--- src/rtl/sspv_pkg.sv ---
// Shared types and codes for the sorted table block.
// No dependencies; imported by every file but the interfaces and the memory.
package sspv_pkg;

    typedef enum logic [1:0] {
        CMD_LOAD   = 2'd0,
        CMD_ADD    = 2'd1,
        CMD_DELETE = 2'd2,
        CMD_LIST   = 2'd3
    } t_cmd;

    typedef enum logic [2:0] {
        ST_STORED   = 3'd0,
        ST_DUP      = 3'd1,
        ST_REMOVED  = 3'd2,
        ST_NOTFOUND = 3'd3,
        ST_FULL     = 3'd4,
        ST_LISTED   = 3'd5,
        ST_EMPTY    = 3'd6
    } t_status;

    localparam logic [1:0] VIEW_ALL  = 2'd0;
    localparam logic [1:0] VIEW_EVEN = 2'd1;
    localparam logic [1:0] VIEW_ODD  = 2'd2;

    typedef enum logic [2:0] {
        S_IDLE,
        S_RD,
        S_EX,
        S_TAIL,
        S_RESP,
        S_FLUSH
    } t_state;

    // Result of the shared compare unit for one table entry.
    typedef struct packed {
        logic eq;
        logic gt;
        logic view_hit;
    } t_cmp_res;

endpackage

--- src/rtl/sspv_if.sv ---
// Valid/ready channel interfaces for command words and result words.
// Depends on nothing; payload widths follow the block's fields.
interface sspv_in_if;
    logic               valid;
    logic               ready;
    logic        [1:0]  cmd;
    logic signed [31:0] value;
    logic               descending;
    logic        [1:0]  view;

    modport source (output valid, cmd, value, descending, view, input ready);
    modport sink   (input valid, cmd, value, descending, view, output ready);
endinterface

interface sspv_out_if;
    logic               valid;
    logic               ready;
    logic signed [31:0] item;
    logic        [2:0]  status;
    logic               below_one;
    logic               last;

    modport source (output valid, item, status, below_one, last, input ready);
    modport sink   (input valid, item, status, below_one, last, output ready);
endinterface

--- src/rtl/sspv_cmp.sv ---
// Shared compare unit: orders one table entry against the key and tests parity.
// Depends on sspv_pkg.
module sspv_cmp
    import sspv_pkg::*;
(
    input  logic signed [31:0] i_entry,
    input  logic signed [31:0] i_key,
    input  logic        [1:0]  i_view,
    output t_cmp_res           o_res
);

    always_comb begin
        o_res.eq = (i_entry == i_key);
        o_res.gt = (i_entry > i_key);
        case (i_view)
            VIEW_EVEN: o_res.view_hit = ~i_entry[0];
            VIEW_ODD:  o_res.view_hit = i_entry[0];
            default:   o_res.view_hit = 1'b1;
        endcase
    end

endmodule

--- src/rtl/sspv_mem.sv ---
// Table storage: one write port, one read port with registered read data.
// Does not import sspv_pkg; depth and address width come from its parameters.
module sspv_mem #(
    parameter int DEPTH = 32,
    parameter int AW    = 5
) (
    input  logic               i_clk,
    input  logic               i_we,
    input  logic [AW-1:0]      i_waddr,
    input  logic signed [31:0] i_wdata,
    input  logic               i_re,
    input  logic [AW-1:0]      i_raddr,
    output logic signed [31:0] o_rdata
);

    logic signed [31:0] r_mem [DEPTH];
    logic signed [31:0] r_rdata;

    always_ff @(posedge i_clk) begin
        if (i_we) begin
            r_mem[i_waddr] <= i_wdata;
        end
        if (i_re) begin
            r_rdata <= r_mem[i_raddr];
        end
    end

    assign o_rdata = r_rdata;

endmodule

--- src/rtl/sorted_set_parity_views.sv ---
// Sorted table of signed words with load, add, delete and list commands.
// Load/add/delete: one result word after a scan of up to N table entries,
// one scan step per read-then-compare pair through the single memory and compare unit.
// List: one word per hit, or one empty word if none; stalls on the result side hold the scan.
// Throughput: one command at a time; ready returns the cycle after its last word is loaded.
// Reset (synchronous, active low) empties the table; stored data is not cleared.
module sorted_set_parity_views
    import sspv_pkg::*;
#(
    parameter int CAPACITY = 32
) (
    input  logic    i_clk,
    input  logic    i_rst_n,
    sspv_in_if.sink   i_in,
    sspv_out_if.source o_out
);

    localparam int IDX_W = (CAPACITY > 1) ? $clog2(CAPACITY) : 1;
    localparam int CNT_W = $clog2(CAPACITY + 1);

    t_state              r_state, n_state;
    t_cmd                r_cmd;
    logic signed [31:0]  r_value;
    logic                r_desc;
    logic [1:0]          r_view;
    logic [CNT_W-1:0]    r_idx, n_idx;
    logic [CNT_W-1:0]    r_count, n_count;
    logic                r_placed, n_placed;
    logic signed [31:0]  r_carry, n_carry;
    logic                r_pend_valid, n_pend_valid;
    logic signed [31:0]  r_pend, n_pend;
    t_status             r_res_status, n_res_status;

    logic                r_out_valid;
    logic signed [31:0]  r_out_item, n_out_item;
    t_status             r_out_status, n_out_status;
    logic                r_out_below, n_out_below;
    logic                r_out_last, n_out_last;
    logic                w_out_load;

    logic                w_in_acc;
    logic                w_full;
    logic                w_scan_end;
    logic                w_out_free;
    logic                w_list_hit_stall;
    logic [CNT_W-1:0]    w_list_addr;

    logic                w_we;
    logic [IDX_W-1:0]    w_waddr;
    logic signed [31:0]  w_wdata;
    logic                w_re;
    logic [IDX_W-1:0]    w_raddr;
    logic signed [31:0]  w_rdata;
    t_cmp_res            w_cmp;

    sspv_mem #(
        .DEPTH (CAPACITY),
        .AW    (IDX_W)
    ) u_mem (
        .i_clk   (i_clk),
        .i_we    (w_we),
        .i_waddr (w_waddr),
        .i_wdata (w_wdata),
        .i_re    (w_re),
        .i_raddr (w_raddr),
        .o_rdata (w_rdata)
    );

    sspv_cmp u_cmp (
        .i_entry (w_rdata),
        .i_key   (r_value),
        .i_view  (r_view),
        .o_res   (w_cmp)
    );

    assign i_in.ready  = (r_state == S_IDLE);
    assign w_in_acc    = i_in.valid & i_in.ready;
    assign w_full      = (r_count == CNT_W'(CAPACITY));
    assign w_scan_end  = (r_idx == r_count);
    assign w_out_free  = ~r_out_valid | o_out.ready;
    // walk from the top only when listing in descending order
    assign w_list_addr = ((r_cmd == CMD_LIST) && r_desc) ? (r_count - CNT_W'(1) - r_idx)
                                                         : r_idx;
    assign w_list_hit_stall = (r_cmd == CMD_LIST) & w_cmp.view_hit & r_pend_valid
                              & ~w_out_free;

    // next state
    always_comb begin
        n_state = r_state;
        case (r_state)
            S_IDLE: begin
                if (w_in_acc) begin
                    if ((t_cmd'(i_in.cmd) == CMD_LOAD) && w_full) begin
                        n_state = S_RESP;
                    end else begin
                        n_state = S_RD;
                    end
                end
            end
            S_RD: begin
                if (w_scan_end) begin
                    case (r_cmd)
                        CMD_LOAD, CMD_ADD: n_state = w_full ? S_RESP : S_TAIL;
                        CMD_DELETE:        n_state = S_RESP;
                        default:           n_state = S_FLUSH;
                    endcase
                end else begin
                    n_state = S_EX;
                end
            end
            S_EX: begin
                if (w_list_hit_stall) begin
                    n_state = S_EX;
                end else if ((r_cmd == CMD_ADD) && !r_placed && w_cmp.eq) begin
                    n_state = S_RESP;
                end else begin
                    n_state = S_RD;
                end
            end
            S_TAIL: n_state = S_RESP;
            S_RESP, S_FLUSH: begin
                if (w_out_free) begin
                    n_state = S_IDLE;
                end
            end
            default: n_state = S_IDLE;
        endcase
    end

    // datapath and memory control
    always_comb begin
        n_idx        = r_idx;
        n_count      = r_count;
        n_placed     = r_placed;
        n_carry      = r_carry;
        n_pend_valid = r_pend_valid;
        n_pend       = r_pend;
        n_res_status = r_res_status;
        n_out_item   = r_out_item;
        n_out_status = r_out_status;
        n_out_below  = r_out_below;
        n_out_last   = r_out_last;
        w_out_load   = 1'b0;
        w_we         = 1'b0;
        w_waddr      = r_idx[IDX_W-1:0];
        w_wdata      = r_carry;
        w_re         = 1'b0;
        w_raddr      = w_list_addr[IDX_W-1:0];

        case (r_state)
            S_IDLE: begin
                n_idx        = '0;
                n_placed     = 1'b0;
                n_pend_valid = 1'b0;
                n_res_status = ST_FULL;
            end
            S_RD: begin
                if (w_scan_end) begin
                    case (r_cmd)
                        CMD_LOAD, CMD_ADD: n_res_status = ST_FULL;
                        CMD_DELETE: begin
                            if (r_placed) begin
                                n_count      = r_count - CNT_W'(1);
                                n_res_status = ST_REMOVED;
                            end else begin
                                n_res_status = ST_NOTFOUND;
                            end
                        end
                        default: n_res_status = ST_LISTED;
                    endcase
                end else begin
                    w_re = 1'b1;
                end
            end
            S_EX: begin
                case (r_cmd)
                    CMD_LOAD, CMD_ADD: begin
                        if (r_placed) begin
                            // ripple the displaced entry up by one slot
                            w_we    = 1'b1;
                            w_wdata = r_carry;
                            n_carry = w_rdata;
                        end else if ((r_cmd == CMD_ADD) && w_cmp.eq) begin
                            n_res_status = ST_DUP;
                        end else if (w_cmp.gt && !w_full) begin
                            w_we     = 1'b1;
                            w_wdata  = r_value;
                            n_carry  = w_rdata;
                            n_placed = 1'b1;
                        end
                        n_idx = r_idx + CNT_W'(1);
                    end
                    CMD_DELETE: begin
                        if (r_placed) begin
                            w_we    = 1'b1;
                            w_waddr = IDX_W'(r_idx - CNT_W'(1));
                            w_wdata = w_rdata;
                        end else if (w_cmp.eq) begin
                            n_placed = 1'b1;
                        end
                        n_idx = r_idx + CNT_W'(1);
                    end
                    default: begin
                        if (!w_list_hit_stall) begin
                            if (w_cmp.view_hit) begin
                                // hold the newest hit so the final one can carry last
                                if (r_pend_valid) begin
                                    w_out_load   = 1'b1;
                                    n_out_item   = r_pend;
                                    n_out_status = ST_LISTED;
                                    n_out_below  = 1'b0;
                                    n_out_last   = 1'b0;
                                end
                                n_pend       = w_rdata;
                                n_pend_valid = 1'b1;
                            end
                            n_idx = r_idx + CNT_W'(1);
                        end
                    end
                endcase
            end
            S_TAIL: begin
                w_we         = 1'b1;
                w_waddr      = r_count[IDX_W-1:0];
                w_wdata      = r_placed ? r_carry : r_value;
                n_count      = r_count + CNT_W'(1);
                n_res_status = ST_STORED;
            end
            S_RESP: begin
                if (w_out_free) begin
                    w_out_load   = 1'b1;
                    n_out_item   = r_value;
                    n_out_status = r_res_status;
                    n_out_below  = (r_cmd != CMD_DELETE) && (r_value < 32'sd1);
                    n_out_last   = 1'b1;
                end
            end
            S_FLUSH: begin
                if (w_out_free) begin
                    w_out_load   = 1'b1;
                    n_out_item   = r_pend_valid ? r_pend : 32'sd0;
                    n_out_status = r_pend_valid ? ST_LISTED : ST_EMPTY;
                    n_out_below  = 1'b0;
                    n_out_last   = 1'b1;
                    n_pend_valid = 1'b0;
                end
            end
            default: begin
                n_idx = '0;
            end
        endcase
    end

    always_ff @(posedge i_clk) begin
        if (!i_rst_n) begin
            r_state      <= S_IDLE;
            r_count      <= '0;
            r_idx        <= '0;
            r_placed     <= 1'b0;
            r_pend_valid <= 1'b0;
            r_out_valid  <= 1'b0;
        end else begin
            r_state      <= n_state;
            r_count      <= n_count;
            r_idx        <= n_idx;
            r_placed     <= n_placed;
            r_pend_valid <= n_pend_valid;
            if (w_out_load) begin
                r_out_valid <= 1'b1;
            end else if (o_out.ready) begin
                r_out_valid <= 1'b0;
            end
        end
    end

    always_ff @(posedge i_clk) begin
        if (w_in_acc) begin
            r_cmd   <= t_cmd'(i_in.cmd);
            r_value <= i_in.value;
            r_desc  <= i_in.descending;
            r_view  <= i_in.view;
        end
        r_carry      <= n_carry;
        r_pend       <= n_pend;
        r_res_status <= n_res_status;
        if (w_out_load) begin
            r_out_item   <= n_out_item;
            r_out_status <= n_out_status;
            r_out_below  <= n_out_below;
            r_out_last   <= n_out_last;
        end
    end

    assign o_out.valid     = r_out_valid;
    assign o_out.item      = r_out_item;
    assign o_out.status    = r_out_status;
    assign o_out.below_one = r_out_below;
    assign o_out.last      = r_out_last;

    a_count_bound: assert property (@(posedge i_clk) disable iff (!i_rst_n)
        r_count <= CNT_W'(CAPACITY))
        else $error("entry count above capacity");

    a_count_step: assert property (@(posedge i_clk) disable iff (!i_rst_n)
        !$stable(r_count) |->
            (r_count == $past(r_count) + CNT_W'(1)) ||
            (r_count == $past(r_count) - CNT_W'(1)))
        else $error("entry count moved by more than one");

    a_single_last: assert property (@(posedge i_clk) disable iff (!i_rst_n)
        (o_out.valid && (o_out.status != ST_LISTED)) |-> o_out.last)
        else $error("single result word without last");

    a_pend_list: assert property (@(posedge i_clk) disable iff (!i_rst_n)
        (r_pend_valid && (r_state != S_IDLE)) |-> (r_cmd == CMD_LIST))
        else $error("pending list word outside a list command");

endmodule

--- src/flat_wrapper.sv ---
// flat-port wrapper written by rule: the top's interface ports become plain ports
module sorted_set_parity_views_flat import sspv_pkg::*;
#(
    parameter int CAPACITY = 32
)
  (i_clk, i_rst_n, i_in_valid, i_in_cmd, i_in_value, i_in_descending, i_in_view, i_in_ready, o_out_valid, o_out_item, o_out_status, o_out_below_one, o_out_last, o_out_ready);
  sspv_in_if i_in_i ();
  sspv_out_if o_out_i ();
  input  logic i_clk;
  input  logic i_rst_n;
  input wire logic [$bits(i_in_i.valid)-1:0] i_in_valid;
  input wire logic [$bits(i_in_i.cmd)-1:0] i_in_cmd;
  input wire logic [$bits(i_in_i.value)-1:0] i_in_value;
  input wire logic [$bits(i_in_i.descending)-1:0] i_in_descending;
  input wire logic [$bits(i_in_i.view)-1:0] i_in_view;
  output wire logic [$bits(i_in_i.ready)-1:0] i_in_ready;
  output wire logic [$bits(o_out_i.valid)-1:0] o_out_valid;
  output wire logic [$bits(o_out_i.item)-1:0] o_out_item;
  output wire logic [$bits(o_out_i.status)-1:0] o_out_status;
  output wire logic [$bits(o_out_i.below_one)-1:0] o_out_below_one;
  output wire logic [$bits(o_out_i.last)-1:0] o_out_last;
  input wire logic [$bits(o_out_i.ready)-1:0] o_out_ready;
  assign i_in_i.valid = i_in_valid;
  assign i_in_i.cmd = i_in_cmd;
  assign i_in_i.value = i_in_value;
  assign i_in_i.descending = i_in_descending;
  assign i_in_i.view = i_in_view;
  assign i_in_ready = i_in_i.ready;
  assign o_out_valid = o_out_i.valid;
  assign o_out_item = o_out_i.item;
  assign o_out_status = o_out_i.status;
  assign o_out_below_one = o_out_i.below_one;
  assign o_out_last = o_out_i.last;
  assign o_out_i.ready = o_out_ready;
  sorted_set_parity_views #(.CAPACITY(CAPACITY)) u_core (.i_clk(i_clk), .i_rst_n(i_rst_n), .i_in(i_in_i), .o_out(o_out_i));
endmodule
--- config.mk ---
export PLATFORM = sky130hd
export DESIGN_NAME = sorted_set_parity_views_flat
export DESIGN_NICKNAME = d
export VERILOG_FILES = /design/src/rtl/sspv_pkg.sv /design/src/rtl/sspv_if.sv /design/src/rtl/sspv_cmp.sv /design/src/rtl/sspv_mem.sv /design/src/rtl/sorted_set_parity_views.sv /design/src/flat_wrapper.sv
export SDC_FILE = /design/constraint.sdc
export NUM_CORES = 1
export LEC_CHECK = 0
export BUFFER_PORTS_ARGS = -buffer_cell sky130_fd_sc_hd__buf_4
export CAP_MARGIN = 30
export CORE_ASPECT_RATIO = 0.75
export CORE_UTILIZATION = 53
export DETAILED_ROUTE_END_ITERATION = 8
export PLACE_DENSITY_LB_ADDON = 0.2
export SLEW_MARGIN = 0
export SYNTH_ARGS = -nofsm -noshare
export SYNTH_HDL_FRONTEND = slang
export SYNTH_HIERARCHICAL = 1
export SYNTH_SLANG_ARGS = --single-unit
--- constraint.sdc ---
create_clock -name i_clk -period 9.2 [get_ports i_clk]
set_clock_uncertainty 0.15 [all_clocks]
set_input_delay 0.92 -clock i_clk [delete_from_list [all_inputs] [get_ports i_clk]]
set_output_delay 0.92 -clock i_clk [all_outputs]
set_load 0.005 [all_outputs]
* Yosys cells after proc, flatten, opt, wreduce, memory -nomap -nowiden
Memory sizes are Yosys's and may differ from the RTL's. A register that Yosys moved wholly into a read port is not among the register bits.
Index checks and enable logic that the tools add are counted.
** Operators by class
- Add/subtract/negate cells :: 5
- $lt $le $gt $ge :: 2
- Equal/unequal tests :: 31
- Mux-type cells :: 89
- Bitwise operators :: 11
- Reductions and logical operators :: 34
** Operators by type and width (count)
- $mux 32 :: 15
- $pmux 32 s2 :: 2
- $pmux 32 s3 :: 1
- $mux 3 :: 17
- $eq 32x32->1 :: 1
- $gt 32x32->1 :: 1
- $lt 32x2->1 const B :: 1
- $mux 6 :: 5
- $mux 1 :: 28
- $pmux 6 s2 :: 2
- $ne 2x1->1 const B :: 11
- $mux 5 :: 3
- $pmux 3 s5 :: 1
- $pmux 1 s2 :: 7
- $add 6x1->6 const B :: 2
- $pmux 3 s2 :: 2
- $pmux 3 s4 :: 1
- $reduce_and 4->1 :: 3
- $ne 2x2->1 const B :: 5
- $pmux 5 s2 :: 1
- $reduce_and 5->1 :: 2
- $reduce_bool 2->1 :: 5
- $pmux 3 s3 :: 1
- $reduce_and 8->1 :: 1
- other kinds (28) :: 54
** Word-level totals
- Flip-flop bits (word level) :: 159
- Memory bits (writable) :: 1024
- Input port bits :: 41
- Output and inout port bits :: 39
- Memories :: 1
** Memory list
- u_core.u_mem.r_mem :: words 32, width 32, read ports 1, clocked after memory_dff 1, write ports 1, line sspv_mem.sv:16 : logic signed [31:0] r_mem [DEPTH];

* Depth between registers and ports, before layout
- Depth in word-level cells :: 10
- Mapped depth :: 16
- Depth with buffers taken out :: 14

* By module
The synthesis kept the hierarchy.
** Modules (own cells, without submodules)
- sspv_mem :: instances 1, cells each 2260, area an instance 40812.9 um2, sequential area each 31710.4 um2
- sorted_set_parity_views :: instances 1, cells each 573, area an instance 7250.7 um2, sequential area each 4594.4 um2
- sspv_cmp :: instances 1, cells each 124, area an instance 904.6 um2, sequential area each 0.0 um2

* Least setup slack after synthesis
Ideal clock, no wire load.
- Path type :: register to register
- Start point :: register u_core.u_mem.r_rdata[31], in the netlist u_core/u_mem/o_rdata[31], read port of u_core.u_mem.r_mem
- End point :: memory u_core.u_mem.r_mem[12][0], enable pin
- Setup time :: 421 ps
- Arrival :: 4678 ps
- Required time :: 8629 ps
- Path slack :: 3951 ps
- Cell stages (with the launch flop) :: 15
- Buffers on the path :: 1
- Period minus slack after synthesis :: 5249 ps
- Cell sequence :: edfxtp_1 -> ha_1 -> nand4_1 -> or3_4 -> or3_1 -> a31oi_1 -> o21ai_1 -> a21oi_2 -> o21ai_0 -> nor2_1 -> a22oi_1 -> o21ai_0 -> or3b_2 -> clkbuf_1 -> nor2_1
** RTL lines
- from (decl) :: line sspv_mem.sv:17 : logic signed [31:0] r_rdata;
- to (decl) :: line sspv_mem.sv:16

==> impl_metrics.tcl <==
set metrics [dict create \
    dp.final_hpwl_um 72000 \
    crit_path_frequent_cell "sky130_fd_sc_hd__o21ai_0" \
    worst-path-buf-inv 2 \
    layout.area.seq_sq_mm 0.03630 \
    fin_area_sq_mm 0.05548 \
    drt-wirelength-per-cell_um 27.38 \
    io_pins 80 \
    max-clock-path-buffers 3 \
    vias 27170 \
    start_kind "register" \
    synthesis.yosys.warnings 6 \
    chipWidth_um 353.0 \
    flow.area_growth_from_synthesis_pct 13.30 \
    synth-seq-cells 1215 \
    synth-async-reset-ratio_pct 0 \
    vdd_ir_drop_max_uv 164.3 \
    combinationalPowerShare_pct 11.8 \
    mostFrequentLayoutCell "sky130_fd_sc_hd__edfxtp_1" \
    postSynthCellCount 2957 \
    yosys_most_used_dff "sky130_fd_sc_hd__edfxtp_1" \
    share_clk_of_total_power_pct 37.4 \
    die-height_um 265.2 \
    layout.cells.most_common_list "sky130_fd_sc_hd__edfxtp_1, sky130_fd_sc_hd__mux2i_1, sky130_fd_sc_hd__nand2_1" \
    syn_avg_cell_area_sq_um 16.56 \
    gp_congestion 0.8964 \
    initial_utilization_pct 53.50 \
    grt_start_max_net_pins 133 \
    grt_antenna_before_repair 0 \
    drv_slew 0 \
    layout.filler_cells 6647 \
    criticalPathCategory "register to register" \
    yosysUniqueCellTypes 76 \
    critPathTopFamily "compound AO/OA/AOI/OAI gates" \
    hold_violations 0 \
    post_drt_via_cell_ratio 6.175 \
    pwr-share-seq_pct 50.8 \
    status "finished clean" \
    maxCapViolations 0 \
    max_stage_delay_ps 800 \
    slew-limit-headroom_pct 18.55 \
    synth_sequential_area_ratio_pct 74.14 \
    tritoncts_clock_tree "done" \
    wirelength_um 120500 \
    hold_buffers 0 \
    detail_route.drc_violations 0 \
    fp.dieArea_sq_mm 0.09363 \
    drive_gt1_share_pct 12.55 \
    endpoint_arrival_time_on_the_critical_path_ps 6470 \
    timing.critical_path.cells "inv_1 > ha_1 > a21oi_1 > o21ai_1 > a221oi_1 > o211ai_1 > or3_2 > a21oi_2 > o21ai_0 > nor2_1 > a22oi_1 > o21ai_0 > nand3b_1 > nor2_4 > buf_4" \
    finalCoreUtilization_pct 60.62 \
    tritoncts.num_buffers 115 \
    drtAntennaViolNets 0 \
    cts-root-buf "sky130_fd_sc_hd__clkbuf_16" \
    clk-insertion-delay-late_ps 690 \
    maxClockFrequency_mhz 159.6 \
    pwr_density_cell_mw_per_mm2 219.5 \
    cts_setup_buffers 0 \
    post_synth_instance_area_sq_mm 0.04897 \
    port_buffers 79 \
    cts_sinks 1215 \
    intPower_w 0.009220 \
    rsz_0062_raised_after_global_routing "no" \
    setup_viol 0 \
    setup_total_negative_slack_ps 0 \
    dpl_cell_area_sq_mm 0.05172 \
    max_slew.worst_pin.slew_ps 1222 \
    grt_use_total_pct 25.51 \
    power.switching_fraction_pct 24.29 \
    endpoint_kind "register" \
    detailedRoute.firstPassIterationCount 6 \
    core_area_sq_mm 0.09153 \
    final_period_minus_worst_setup_slack_ps 6264 \
    critPathSlowestCell "sky130_fd_sc_hd__nand3b_1" \
    grt_pass1_wl_um 176400 \
    final_nets 3156 \
    final_min_period_over_clock_period_pct 68.08 \
    syn_nets 3041 \
    critical_path_required_ps 9410 \
    cts.clk_slew.worst_paths_ps 60 \
    multiInputGateArea_sq_mm 0.01180 \
    grt_pass1_vias 26140 \
    post_synth_edffs 1197 \
    rows 96 \
    cts.htree.levels 3 \
    worst-path-max-fanout 18 \
    hp-class "input port to register" \
    p_sw_w 0.002959 \
    globalRouteOverflowTotal 0 \
    post_cts_resize_count 0 \
    reported_leakage_power_nw 18.13 \
    first_iter_violations 3707 \
]
## cells in the mapped netlist (8+ instances only)
| cell type | n | share of area, % |
|---|---|---|
| sky130_fd_sc_hd__nor2b_1 | 10 | 0.13 |
| sky130_fd_sc_hd__nor3_1 | 46 | 0.47 |
| sky130_fd_sc_hd__mux2i_1 | 513 | 10 |
| sky130_fd_sc_hd__nand4_1 | 9 | 0.11 |
| sky130_fd_sc_hd__xor2_1 | 13 | 0.23 |
| sky130_fd_sc_hd__a31oi_1 | 41 | 0.52 |
| sky130_fd_sc_hd__inv_1 | 79 | 0.61 |
| sky130_fd_sc_hd__a22oi_1 | 100 | 1.5 |
| sky130_fd_sc_hd__nand3_1 | 110 | 1.1 |
| sky130_fd_sc_hd__nand3b_1 | 8 | 0.12 |
| sky130_fd_sc_hd__o21ai_0 | 31 | 0.32 |
| sky130_fd_sc_hd__buf_4 | 34 | 0.52 |
| sky130_fd_sc_hd__edfxtp_1 | 1197 | 73 |
| sky130_fd_sc_hd__a21oi_1 | 129 | 1.3 |
| sky130_fd_sc_hd__a22o_1 | 98 | 1.8 |
| sky130_fd_sc_hd__ha_1 | 42 | 1.1 |
| sky130_fd_sc_hd__nor4_1 | 11 | 0.14 |
| sky130_fd_sc_hd__buf_2 | 38 | 0.39 |
| sky130_fd_sc_hd__nand2b_1 | 11 | 0.14 |
| sky130_fd_sc_hd__nor2_1 | 67 | 0.51 |
| sky130_fd_sc_hd__dfxtp_1 | 18 | 0.74 |
| sky130_fd_sc_hd__a222oi_1 | 28 | 0.57 |
| sky130_fd_sc_hd__clkbuf_1 | 67 | 0.51 |
| sky130_fd_sc_hd__nand2_1 | 132 | 1.0 |
| sky130_fd_sc_hd__buf_6 | 18 | 0.41 |
## power by group through the flow
stage          clock network, W  registers, W  logic, W
3_3_place_gp                  0       0.00630   0.00138
2_1_floorplan                 0       0.00628  0.000978
5_1_grt                 0.00485       0.00619   0.00151
4_1_cts                 0.00463       0.00618   0.00142
3_5_place_dp                  0       0.00630   0.00141
6_report                0.00456       0.00619   0.00143
## kinds of logic after synthesis
| logic type | count (synthesis) | share of synthesized area [%] |
|---|---|---|
| AND/OR/NAND/NOR | 446 | 4.451 |
| XOR/XNOR | 16 | 0.2862 |
| multiplexers | 516 | 10.56 |
| buffers and inverters | 245 | 2.527 |
| AO/OA/AOI/OAI | 476 | 6.927 |
| flip-flops | 1215 | 74.14 |
| adder cells (fa/ha/maj) | 43 | 1.114 |
## final timing paths
kind	from	to	slack (ps)	cells after the start
worst min-delay path	i_in_value[24]	u_core/r_value[24]	250	1
worst max register to register	u_core/r_value[19]	u_core/u_mem/r_mem[18][23]	2940	15
worst min register to register	u_core/u_mem/o_rdata[7]	u_core/r_carry[7]	370	0
worst max-delay path	u_core/r_value[19]	u_core/u_mem/r_mem[18][23]	2940	15
## metal layers
metal / global-route usage (%) / share of wire [%]
met5: 0 / 0
met2: 37.01 / 44
met1: 39.25 / 44
met3: 4.947 / 8.9
met4: 7.336 / 2.6
## registers in the layout, summed over array words and instances, names as in the netlist, 6 cells and up
name,count
u_core/r_pend,32
u_core/u_mem/o_rdata,32
u_core/o_out.item,32
u_core/r_count,6
u_core/r_carry,32
u_core/u_mem/r_mem,1024
u_core/r_idx,6
u_core/r_value,32
## metrics by stage
stage	hold slack [ps]	total power, W	setup WS [ps]	instances
floorplan	319.7	0.007255	3951	2957
global placement	340.7	0.007683	3189	4145
finish	254.0	0.01218	2936	4399
global route	220.4	0.01255	2835	4397
CTS	210.5	0.01223	3089	4390
detailed placement	345.5	0.007713	3086	4173
## layout make-up
type,count,area share (%)
antenna,2,0.009021
clock buffer,142,5.485
clock inverter,75,1.033
inverter,79,0.5345
multi-input combinational,1497,21.26
sequential,1215,65.44
tap,1225,2.763
timing repair buffer,164,3.478
No activity file was read; power rests on OpenSTA's default activity.
